===== src/design/mdd_pkg.sv =====
// mdd_pkg: shared types and constants for the motion direction detector
// used by mdd_queue, mdd_engine and motion_direction_detector_core
`timescale 1ns / 1ps

package mdd_pkg;

    localparam int AXIS_W    = 16;
    localparam int THR_W     = 15;
    localparam int SUM_OUT_W = 20;
    localparam int CFG_AW    = 2;

    localparam logic [CFG_AW-1:0] CFG_NEG_THR    = 2'd0;
    localparam logic [CFG_AW-1:0] CFG_ENERGY_THR = 2'd1;

    localparam logic [THR_W-1:0] NEG_THR_RESET    = 15'd819;
    localparam logic [THR_W-1:0] ENERGY_THR_RESET = 15'd655;

    localparam logic [1:0] LAST_NONE = 2'd0;
    localparam logic [1:0] LAST_NEG  = 2'd1;
    localparam logic [1:0] LAST_POS  = 2'd2;

    localparam logic [SUM_OUT_W-1:0] SUM_OUT_MAX = 20'hFFFFF;

    typedef struct packed {
        logic signed [AXIS_W-1:0] x;
        logic signed [AXIS_W-1:0] y;
        logic signed [AXIS_W-1:0] z;
    } t_sample;

    typedef struct packed {
        logic [THR_W-1:0] neg_thr;
        logic [THR_W-1:0] energy_thr;
    } t_cfg;

endpackage


===== src/design/mdd_queue.sv =====
// mdd_queue: two-entry sample queue between the input port and the engine
// depends on mdd_pkg
`timescale 1ns / 1ps

module mdd_queue (
    input  logic            i_clk,
    input  logic            i_rst_n,
    input  logic            i_valid,
    output logic            o_ready,
    input  mdd_pkg::t_sample i_sample,
    output logic            o_valid,
    input  logic            i_ready,
    output mdd_pkg::t_sample o_sample
);

    mdd_pkg::t_sample r_mem [2];
    logic       r_wr_ptr;
    logic       r_rd_ptr;
    logic [1:0] r_count;
    logic       w_push;
    logic       w_pop;

    assign o_ready  = (r_count != 2'd2);
    assign o_valid  = (r_count != 2'd0);
    assign o_sample = r_mem[r_rd_ptr];
    assign w_push   = i_valid && o_ready;
    assign w_pop    = o_valid && i_ready;

    always_ff @(posedge i_clk) begin
        if (w_push) begin
            r_mem[r_wr_ptr] <= i_sample;
        end
    end

    always_ff @(posedge i_clk) begin
        if (!i_rst_n) begin
            r_wr_ptr <= 1'b0;
            r_rd_ptr <= 1'b0;
            r_count  <= 2'd0;
        end else begin
            if (w_push) begin
                r_wr_ptr <= ~r_wr_ptr;
            end
            if (w_pop) begin
                r_rd_ptr <= ~r_rd_ptr;
            end
            case ({w_push, w_pop})
                2'b10:   r_count <= r_count + 2'd1;
                2'b01:   r_count <= r_count - 2'd1;
                default: r_count <= r_count;
            endcase
        end
    end

endmodule


===== src/design/mdd_engine.sv =====
// mdd_engine: sample ring, window scan, direction decision and result register
// depends on mdd_pkg
`timescale 1ns / 1ps

module mdd_engine #(
    parameter int WINDOW = 8
) (
    input  logic                             i_clk,
    input  logic                             i_rst_n,
    input  mdd_pkg::t_cfg                    i_cfg,
    input  logic                             i_valid,
    output logic                             o_ready,
    input  mdd_pkg::t_sample                 i_sample,
    output logic                             o_valid,
    input  logic                             i_ready,
    output logic                             o_direction,
    output logic [mdd_pkg::SUM_OUT_W-1:0]    o_energy_sum
);

    localparam int WP_W    = $clog2(WINDOW);
    localparam int IDX_W   = $clog2(WINDOW + 1);
    localparam int NEED_W  = $clog2(3 * 32768 * WINDOW + 1);
    localparam int ACC_W   = (NEED_W > mdd_pkg::SUM_OUT_W) ? NEED_W : mdd_pkg::SUM_OUT_W;
    localparam int THR_MUL = 3 * WINDOW;

    typedef enum logic [1:0] {
        S_IDLE,
        S_SCAN,
        S_DONE
    } t_state;

    t_state                r_state;
    mdd_pkg::t_sample      r_ring [WINDOW];
    mdd_pkg::t_sample      r_rd_data;
    logic [WINDOW-1:0]     r_filled;
    logic [WP_W-1:0]       r_wp;
    logic [IDX_W-1:0]      r_idx;
    logic                  r_rd_vld;
    logic                  r_rd_ok;
    logic                  r_rd_first;
    logic                  r_rd_last;
    logic [ACC_W-1:0]      r_acc;
    logic [ACC_W-1:0]      r_thr;
    logic                  r_first;
    logic                  r_agree;
    logic [1:0]            r_last;
    logic                  r_ovalid;
    logic                  r_odir;
    logic [mdd_pkg::SUM_OUT_W-1:0] r_osum;

    logic                  w_push;
    logic [WP_W-1:0]       w_rd_addr;
    mdd_pkg::t_sample      w_ent;
    logic [16:0]           w_ex, w_ey, w_ez;
    logic [16:0]           w_ax, w_ay, w_az;
    logic signed [16:0]    w_lim;
    logic                  w_nx, w_ny, w_nz;
    logic                  w_local;
    logic [18:0]           w_ent_sum;
    logic [1:0]            w_code;
    logic                  w_emit;
    logic                  w_load;
    logic [mdd_pkg::SUM_OUT_W-1:0] w_sat;

    assign w_push    = (r_state == S_IDLE) && i_valid;
    assign o_ready   = w_push;
    assign w_rd_addr = r_idx[WP_W-1:0];

    always_comb begin
        w_ent = r_rd_ok ? r_rd_data : '0;
        w_ex  = {w_ent.x[15], w_ent.x};
        w_ey  = {w_ent.y[15], w_ent.y};
        w_ez  = {w_ent.z[15], w_ent.z};
        w_ax  = w_ex[16] ? (~w_ex + 17'd1) : w_ex;
        w_ay  = w_ey[16] ? (~w_ey + 17'd1) : w_ey;
        w_az  = w_ez[16] ? (~w_ez + 17'd1) : w_ez;
        w_lim = 17'sd0 - $signed({2'b00, i_cfg.neg_thr});
        w_nx  = $signed(w_ex) < w_lim;
        w_ny  = $signed(w_ey) < w_lim;
        w_nz  = $signed(w_ez) < w_lim;
        w_local   = ~(w_nx ^ w_ny ^ w_nz);
        w_ent_sum = 19'(w_ax) + 19'(w_ay) + 19'(w_az);
    end

    always_comb begin
        w_code = r_first ? mdd_pkg::LAST_POS : mdd_pkg::LAST_NEG;
        w_emit = r_agree && (r_acc >= r_thr) && (w_code != r_last);
        w_load = (r_state == S_DONE) && w_emit && (!r_ovalid || i_ready);
        w_sat  = (r_acc > ACC_W'(mdd_pkg::SUM_OUT_MAX)) ? mdd_pkg::SUM_OUT_MAX
                                                        : r_acc[mdd_pkg::SUM_OUT_W-1:0];
    end

    // ring storage, registered read
    always_ff @(posedge i_clk) begin
        if (w_push) begin
            r_ring[r_wp] <= i_sample;
        end
        r_rd_data <= r_ring[w_rd_addr];
    end

    always_ff @(posedge i_clk) begin
        if (!i_rst_n) begin
            r_state  <= S_IDLE;
            r_filled <= '0;
            r_wp     <= '0;
            r_idx    <= '0;
            r_rd_vld <= 1'b0;
            r_last   <= mdd_pkg::LAST_NONE;
            r_ovalid <= 1'b0;
        end else begin
            if (w_load) begin
                r_ovalid <= 1'b1;
            end else if (r_ovalid && i_ready) begin
                r_ovalid <= 1'b0;
            end
            unique case (r_state)
                S_IDLE: begin
                    if (w_push) begin
                        r_filled[r_wp] <= 1'b1;
                        r_wp     <= (r_wp == WP_W'(WINDOW - 1)) ? '0 : r_wp + 1'b1;
                        r_idx    <= '0;
                        r_rd_vld <= 1'b0;
                        r_acc    <= '0;
                        r_agree  <= 1'b1;
                        r_thr    <= ACC_W'(i_cfg.energy_thr) * ACC_W'(THR_MUL);
                        r_state  <= S_SCAN;
                    end
                end
                S_SCAN: begin
                    if (r_idx < IDX_W'(WINDOW)) begin
                        r_rd_vld   <= 1'b1;
                        r_rd_ok    <= r_filled[w_rd_addr];
                        r_rd_first <= (r_idx == '0);
                        r_rd_last  <= (r_idx == IDX_W'(WINDOW - 1));
                        r_idx      <= r_idx + 1'b1;
                    end else begin
                        r_rd_vld <= 1'b0;
                    end
                    if (r_rd_vld) begin
                        r_acc <= r_acc + ACC_W'(w_ent_sum);
                        if (r_rd_first) begin
                            r_first <= w_local;
                        end else if (w_local != r_first) begin
                            r_agree <= 1'b0;
                        end
                        if (r_rd_last) begin
                            r_state <= S_DONE;
                        end
                    end
                end
                S_DONE: begin
                    if (!w_emit) begin
                        r_state <= S_IDLE;
                    end else if (w_load) begin
                        r_odir   <= r_first;
                        r_osum   <= w_sat;
                        r_last   <= w_code;
                        r_state  <= S_IDLE;
                    end
                end
                default: r_state <= S_IDLE;
            endcase
        end
    end

    assign o_valid      = r_ovalid;
    assign o_direction  = r_odir;
    assign o_energy_sum = r_osum;

endmodule


===== src/design/motion_direction_detector_core.sv =====
// motion_direction_detector_core: top level, config registers, queue and engine
// depends on mdd_pkg, mdd_queue, mdd_engine
// the engine accepts a new sample only once idle, i.e. after its serial scan over the ring
// memory (one entry per cycle, one read port) and its direction decision have finished;
// the two-entry input queue takes samples while the engine scans
// reset: synchronous active low; ring reads as zero, thresholds 819 and 655, nothing emitted
`timescale 1ns / 1ps

module motion_direction_detector_core #(
    parameter int WINDOW = 8
) (
    input  logic                                i_clk,
    input  logic                                i_rst_n,
    input  logic                                i_cfg_we,
    input  logic [mdd_pkg::CFG_AW-1:0]          i_cfg_addr,
    input  logic [mdd_pkg::THR_W-1:0]           i_cfg_wdata,
    input  logic                                i_valid,
    output logic                                o_ready,
    input  logic signed [mdd_pkg::AXIS_W-1:0]   i_accel_x,
    input  logic signed [mdd_pkg::AXIS_W-1:0]   i_accel_y,
    input  logic signed [mdd_pkg::AXIS_W-1:0]   i_accel_z,
    output logic                                o_valid,
    input  logic                                i_ready,
    output logic                                o_direction,
    output logic [mdd_pkg::SUM_OUT_W-1:0]       o_energy_sum
);

    mdd_pkg::t_cfg    r_cfg;
    mdd_pkg::t_sample w_in_sample;
    mdd_pkg::t_sample w_q_sample;
    logic             w_q_valid;
    logic             w_q_ready;

    assign w_in_sample.x = i_accel_x;
    assign w_in_sample.y = i_accel_y;
    assign w_in_sample.z = i_accel_z;

    always_ff @(posedge i_clk) begin
        if (!i_rst_n) begin
            r_cfg.neg_thr    <= mdd_pkg::NEG_THR_RESET;
            r_cfg.energy_thr <= mdd_pkg::ENERGY_THR_RESET;
        end else if (i_cfg_we) begin
            unique case (i_cfg_addr)
                mdd_pkg::CFG_NEG_THR:    r_cfg.neg_thr    <= i_cfg_wdata;
                mdd_pkg::CFG_ENERGY_THR: r_cfg.energy_thr <= i_cfg_wdata;
                default: ;
            endcase
        end
    end

    mdd_queue u_queue (
        .i_clk    (i_clk),
        .i_rst_n  (i_rst_n),
        .i_valid  (i_valid),
        .o_ready  (o_ready),
        .i_sample (w_in_sample),
        .o_valid  (w_q_valid),
        .i_ready  (w_q_ready),
        .o_sample (w_q_sample)
    );

    mdd_engine #(
        .WINDOW (WINDOW)
    ) u_engine (
        .i_clk        (i_clk),
        .i_rst_n      (i_rst_n),
        .i_cfg        (r_cfg),
        .i_valid      (w_q_valid),
        .o_ready      (w_q_ready),
        .i_sample     (w_q_sample),
        .o_valid      (o_valid),
        .i_ready      (i_ready),
        .o_direction  (o_direction),
        .o_energy_sum (o_energy_sum)
    );

endmodule

===== config.mk =====
export PLATFORM = sky130hd
export DESIGN_NAME = motion_direction_detector_core
export DESIGN_NICKNAME = d
export VERILOG_FILES = /design/src/design/mdd_pkg.sv /design/src/design/mdd_queue.sv /design/src/design/mdd_engine.sv /design/src/design/motion_direction_detector_core.sv
export SDC_FILE = /design/constraint.sdc
export NUM_CORES = 1
export LEC_CHECK = 0
export ABC_AREA = 1
export BUFFER_PORTS_ARGS = -buffer_cell sky130_fd_sc_hd__buf_2
export CORE_UTILIZATION = 43
export CTS_BUF_LIST = sky130_fd_sc_hd__clkbuf_4 sky130_fd_sc_hd__clkbuf_8
export DETAILED_ROUTE_END_ITERATION = 16
export PLACE_DENSITY = 0.57
export SETUP_SLACK_MARGIN = 0.4
export SYNTH_ARGS = -nofsm -noshare
export SYNTH_HDL_FRONTEND = slang
export SYNTH_SLANG_ARGS = --single-unit

===== constraint.sdc =====
create_clock -name i_clk -period 15.6 [get_ports i_clk]
set_clock_uncertainty 0.05 [all_clocks]
set_input_delay 0 -clock i_clk [delete_from_list [all_inputs] [get_ports i_clk]]
set_output_delay 0 -clock i_clk [all_outputs]
set_load 0.01 [all_outputs]

* Word level (Yosys, flattened, before mapping) *
Memories as Yosys holds them, arrays and structs flattened. A register that Yosys moved wholly into a read port is not among the register bits.
Cells that the tools add are included.
Widths: inputs -> output; s select.

operators by class
  shift-type cells = 0
  multipliers = 1
  $lt $le $gt $ge = 9
  $add $sub $neg = 11
  multiplexer cells = 39
  reduce and logical (&&, ||, !) cells = 31
  bitwise operators = 9
  eq/ne operators = 17
  div/mod/pow operators = 0

operator list
  operator               count
  $add 17x1->17 const B  3
  $mux 17                3
  $not 17->17            3
  $lt 16x16->1           3
  $mux 48                1
  $mux 20                2
  $pmux 20 s2            1
  $add 20x19->20         1
  $ge 20x20->1           1
  $gt 20x20->1 const B   1
  $add 19x17->19         1
  $add 17x17->18         1
  $mul 15x2->17 const B  1
  $mux 1                 16
  $reduce_and 4->1       4
  $sub 1x15->16 const A  1
  $mux 2                 6
  $reduce_and 3->1       4
  $logic_and 1x1->1      9
  $lt 3x4->1 const B     2
  $mux 4                 2
  $ne 2x1->1 const B     4
  $or 8x8->8             1
  $pmux 4 s2             1
  29 further kinds       45

word-level totals
  bits of input ports = 70
  memories kept = 2
  flip-flop bits (word level) = 118
  ROM bits = 0
  output and inout bits = 23
  memory bits (writable) = 480
  word-level logic and storage cells = 140
  latch bits = 0

memory list
  name             words  bits a word  read ports  clocked after Yosys merged registers in  write ports  line              source
  u_engine.r_ring  8      48           1           1                                        1            mdd_engine.sv:33  mdd_pkg::t_sample r_ring [WINDOW];
  u_queue.r_mem    2      48           1           1                                        1            mdd_queue.sv:16   mdd_pkg::t_sample r_mem [2];

* Depth between registers and ports, before layout *
  depth after elaboration = 10
  gate-level depth with buffers = 40
  depth with buffers taken out = 37

* Hierarchy *
A second synthesis with hierarchy kept.

unflattened totals
  cells, all modules = 2574
  area total of the unflattened synthesis = 28974.0 um^2

by module, submodules not included
  module                          seq. area each (um^2)  times used  cells an instance  area each (um^2)
  mdd_engine                      14804.2                1           2217               23954.2
  mdd_queue                       2982.9                 1           185                3777.4
  motion_direction_detector_core  600.6                  1           172                1242.4

* Worst setup path before layout *
OpenSTA, ideal clock, no wires.

  path kind = flip-flop to flip-flop
  start = register u_engine.r_rd_ok
  end = register u_engine.r_acc[18] (data pin)
  path slack = 10.214 ns
  cell stages (with the launch flop) = 30
  period minus slack after synthesis = 5.386 ns
  buffers on the path = 4
  arrival = 5.078 ns
  library setup time = 0.259 ns
  data required time = 15.291 ns
  cell sequence = edfxtp_1 -> buf_6 -> buf_2 -> buf_4 -> nand2_1 -> clkbuf_1 -> o21ai_0 -> fa_1 -> nor4_1 -> nor2_1 -> o21ai_2 -> a31oi_1 -> o21ai_1 -> nand2_1 -> nand2_1 -> xor2_1 -> inv_1 -> ha_1 -> nand2_1 -> nor3_1 -> nand2_1 -> o311ai_0 -> xor2_1 -> ha_1 -> a21oi_1 -> o21ai_0 -> a21oi_1 -> nand3_1 -> o21ai_0 -> a21oi_1

on the way
  word-level cells in the longest chain between the ends = 9
  elaborated cells on any way between the ends = 15
  those cells by class = add/sub: 6; mux: 6; bitwise: 3

ends and longest elaborated chain
  item                              line                                source
  start, declared                   mdd_engine.sv:39                    logic r_rd_ok;
  start signal, assigned            mdd_engine.sv:132                   r_rd_ok <= r_filled[w_rd_addr];
  $mux 48 *                         mdd_engine.sv:70                    w_ent = r_rd_ok ? r_rd_data : '0;
  $not 17->17 (on tied branches)    mdd_engine.sv:74, mdd_engine.sv:75
  $add 17x1->17 (on tied branches)  mdd_engine.sv:74, mdd_engine.sv:75
  $mux 17 (on tied branches)        mdd_engine.sv:74, mdd_engine.sv:75
  $add 17x17->18                    mdd_engine.sv:82                    w_ent_sum = 19'(w_ax) + 19'(w_ay) + 19'(w_az);
  $add 19x17->19 *                  mdd_engine.sv:82
  $add 20x19->20 *                  mdd_engine.sv:140                   r_acc <= r_acc + ACC_W'(w_ent_sum);
  $mux 20 *                         mdd_engine.sv:139                   if (r_rd_vld) begin
  $pmux 20 s2 *                     mdd_engine.sv:116                   unique case (r_state)
  end signal, assigned              mdd_engine.sv:140
  end, declared                     mdd_engine.sv:42                    logic [ACC_W-1:0] r_acc;

Mark *: on every way between the ends. The rest lies on a longest branch, timed or not. The select of a mux whose other input is x is not followed.
A chain may end at the register's enable or synchronous reset.

* Final worst setup path *
  start = register u_engine.r_rd_ok
  end = register u_engine.r_acc[19] (data pin)

The elaborated chain is that of the path after synthesis.

==> impl_metrics.toml <==
[outcome]
outcome = "finished clean"

[setup_path]
cp_max_fo = 48
ff2ff_path_depth = 34
cp.required_ps = 15970
endpoint_kind = "flop"
arrival_ps = 6710
critPathSlowestCell = "buf_4"
slowest_delay_ps = 460
crit_path_start_kind = "flop"
worstSetupPathType = "flop to flop"

[synthesis]
synth_cell_type_count = 60
synthArstFlopShare_pct = 0
synth_xor_area_share_pct = 1.81
netlist_top_cells_count = "edfxtp_1, nor2_1, nand2_1"
synth_edf_count = 543
synth_top_cell_by_area = "edfxtp_1"
synth-main-ff-cell = "edfxtp_1"
yosysWarnings = 0
synth_top_family_by_area = "simple AND/OR/NAND/NOR gates"
ys_ff_latch = 647
netlist_area_sq_um = 29600
synth_compound_area_share_pct = 11.5
syn_inst = 2694
synth_fa_ha_area_share_pct = 6.24
yosysMostFrequentCell = "edfxtp_1"
post-synth-top-area-fraction_pct = 55.2
netlist_top_cells_area = "edfxtp_1, dfxtp_1, ha_1, nor2_1, o21ai_0"
synth.area.mux_share_pct = 1.90
avgSynthCellArea_sq_um = 11.0
yosys.area_share.simple_pct = 12.0
ys_seq_area_share_pct = 62.2

[timing]
tns_ps = 0
hold_viol = 0
slew_violations = 0
min_period_over_period_pct = 40.6
fmax_mhz = 158
period_minus_slack_ps = 6340
setup_viol = 0
worst_slew_pin_slew_ps = 1210
slew_headroom_pct = 19.3
rsz0062_at_grt = "no"

[power_and_ir_drop]
p_per_area_nw_per_um2 = 222
vdd_ir_drop_max_uv = 222
leakagePower_nw = 13.4

[global_route]
top_usage_layer = "met2"
grt_overflow_total = 0
met3_usage_pct = 3.11
grt_util_met1_pct = 26.4
use_met2_pct = 34.4
track_usage_pct = 20.3
grt_pass1_wl_um = 110000
grt_max_degree = 125
antenna_found_initial = 1
grt_pass1_vias = 20060

[route]
via_per_inst = 5.24
first_pass_iters = 7
drt_iter0_drc = 1416
totalWireLength_um = 71100
remaining_drc_errors = 0
vias = 20433
avgRoutedWirePerCell_um = 18.2
final_antenna_net_count = 0

[finish]
regArea_sq_um = 18400
fillerInstances = 5928
fin_nets = 3153
multi_input_area_sq_um = 9980
syn_to_final_growth_pct = 16.7
drive_above_1_share_pct = 13.8
final_util_pct = 51.0

[clocking]
cts_tree = "built"
worstSkewPairLatency_ps = 710
cts_sinks = 647
clkTransAtPathRegs_ps = 60
cts_root_buffer = "clkbuf_8"
htreeDepth = 3
clockBufferDepth = 3
post_cts_buffers = 0
cts_buffers = 107

[die]
start_util_pct = 43.7
pin_count = 93
core_sq_um = 67600
num_rows = 95
die_w_um = 264
die_h_um = 264
fp.dieArea_sq_um = 69800

[placement]
gp_congestion = 0.879
port_buffers = 92
dpl.hpwl_um = 43900

[run]
cap_violations = 0

[worst_hold_path]
hp-class = "input port to flop"
hold_path_depth = 4
==> power by group <==
group	switching, mW	total (mW)	internal (mW)
clock network	0.669	1.51	0.843
registers	0.182	2.47	2.29
logic	2.42	3.67	1.25
==> final cells by class <==
class	count	share of cell area (%)
sequential	647	53.3
multi-input combinational	1717	28.9
timing repair buffer	254	5.87
clock buffer	155	5.59
tap	873	3.17
inverter	211	2.30
clock inverter	40	0.820
antenna	1	0.00725
==> worst paths after layout <==
kind / startpoint / endpoint / slack, ps
worst max-delay path: u_engine.r_rd_ok$_DFFE_PP_ / u_engine.r_acc[19]$_SDFFCE_PN0P_ / 9260
worst min-delay path: i_valid / u_queue.r_wr_ptr$_SDFFE_PN0P_ / 80
worst max register to register: u_engine.r_rd_ok$_DFFE_PP_ / u_engine.r_acc[19]$_SDFFCE_PN0P_ / 9260
worst min register to register: u_queue.r_rd_ptr$_SDFFE_PN0P_ / u_queue.r_rd_ptr$_SDFFE_PN0P_ / 410
==> cell usage in the layout (no fill, tap or decap), drive strengths merged, types with 48 or more instances in the layout <==
cell	count
nand2	286
buf	115
nor2	458
mux2	48
edfxtp	543
o22ai	50
clkbuf	155
dfxtp	104
o21ai	288
a21oi	149
dlygate4sd3	139
inv	210
ha	141
a31oi	59
==> repair_timing <==
item                      4_1_cts  5_1_grt
hold buffers                  139        0
resized for setup               0        0
hold endpoints to repair      149        0
==> state kept, by name, summed over array words and instances (netlist names), 2 cells and up, named ones only <==
signal / cells
u_engine.r_rd_data: 48
u_queue.r_mem: 96
r_cfg: 30
u_engine.r_wp: 3
u_engine.r_idx: 4
u_engine.r_thr: 17
u_engine.r_acc: 20
u_queue.r_count: 2
u_engine.r_filled: 8
u_engine.r_state: 2
u_engine.r_last: 2
u_engine.r_ring: 384
u_engine.o_energy_sum: 20
==> worst max-delay path, delay by kind of cell, from the launching register on <==
kind	cells	cell delay [ps]
fa+ha+maj	3	950
buf+inv	5	1090
simple gates	15	2040
flops	1	320
compound gates	9	1250
xor+xnor	2	330
==> logic make-up (layout without fill, tap and decap cells) <==
| family | count (synthesis) | count (layout) |
|---|---|---|
| compound gates | 608 | 608 |
| xor+xnor | 61 | 61 |
| fa+ha+maj | 145 | 145 |
| buf+inv | 332 | 660 |
| flops | 647 | 647 |
| mux | 50 | 50 |
| other cells | 1 | 4 |
| simple gates | 850 | 850 |
==> layer usage <==
layer  wire (um)  up-vias  part of all wire (%)
met5           0        -                     0
met4        1820        0                   2.6
met3        3010      110                   4.2
met2       34500      476                    49
met1       31700     9854                    45
li1            -     9993                     -
==> per-stage QoR <==
step | setup WS (ps) | power (mW) | cell area [sq um] | hold WS (ps) | std cells
5_1_grt | 8450 | 8.25 | 34500 | 46.8 | 3898
4_1_cts | 9320 | 7.68 | 34500 | 4.02 | 3897
6_report | 9260 | 7.66 | 34500 | 78.8 | 3898
3_3_place_gp | 9450 | 6.05 | 30900 | 139 | 3563
3_5_place_dp | 9340 | 6.12 | 30900 | 142 | 3563
2_1_floorplan | 10210 | 5.15 | 29600 | 48.9 | 2696
Note: power is estimated with default switching activity, not from simulation.
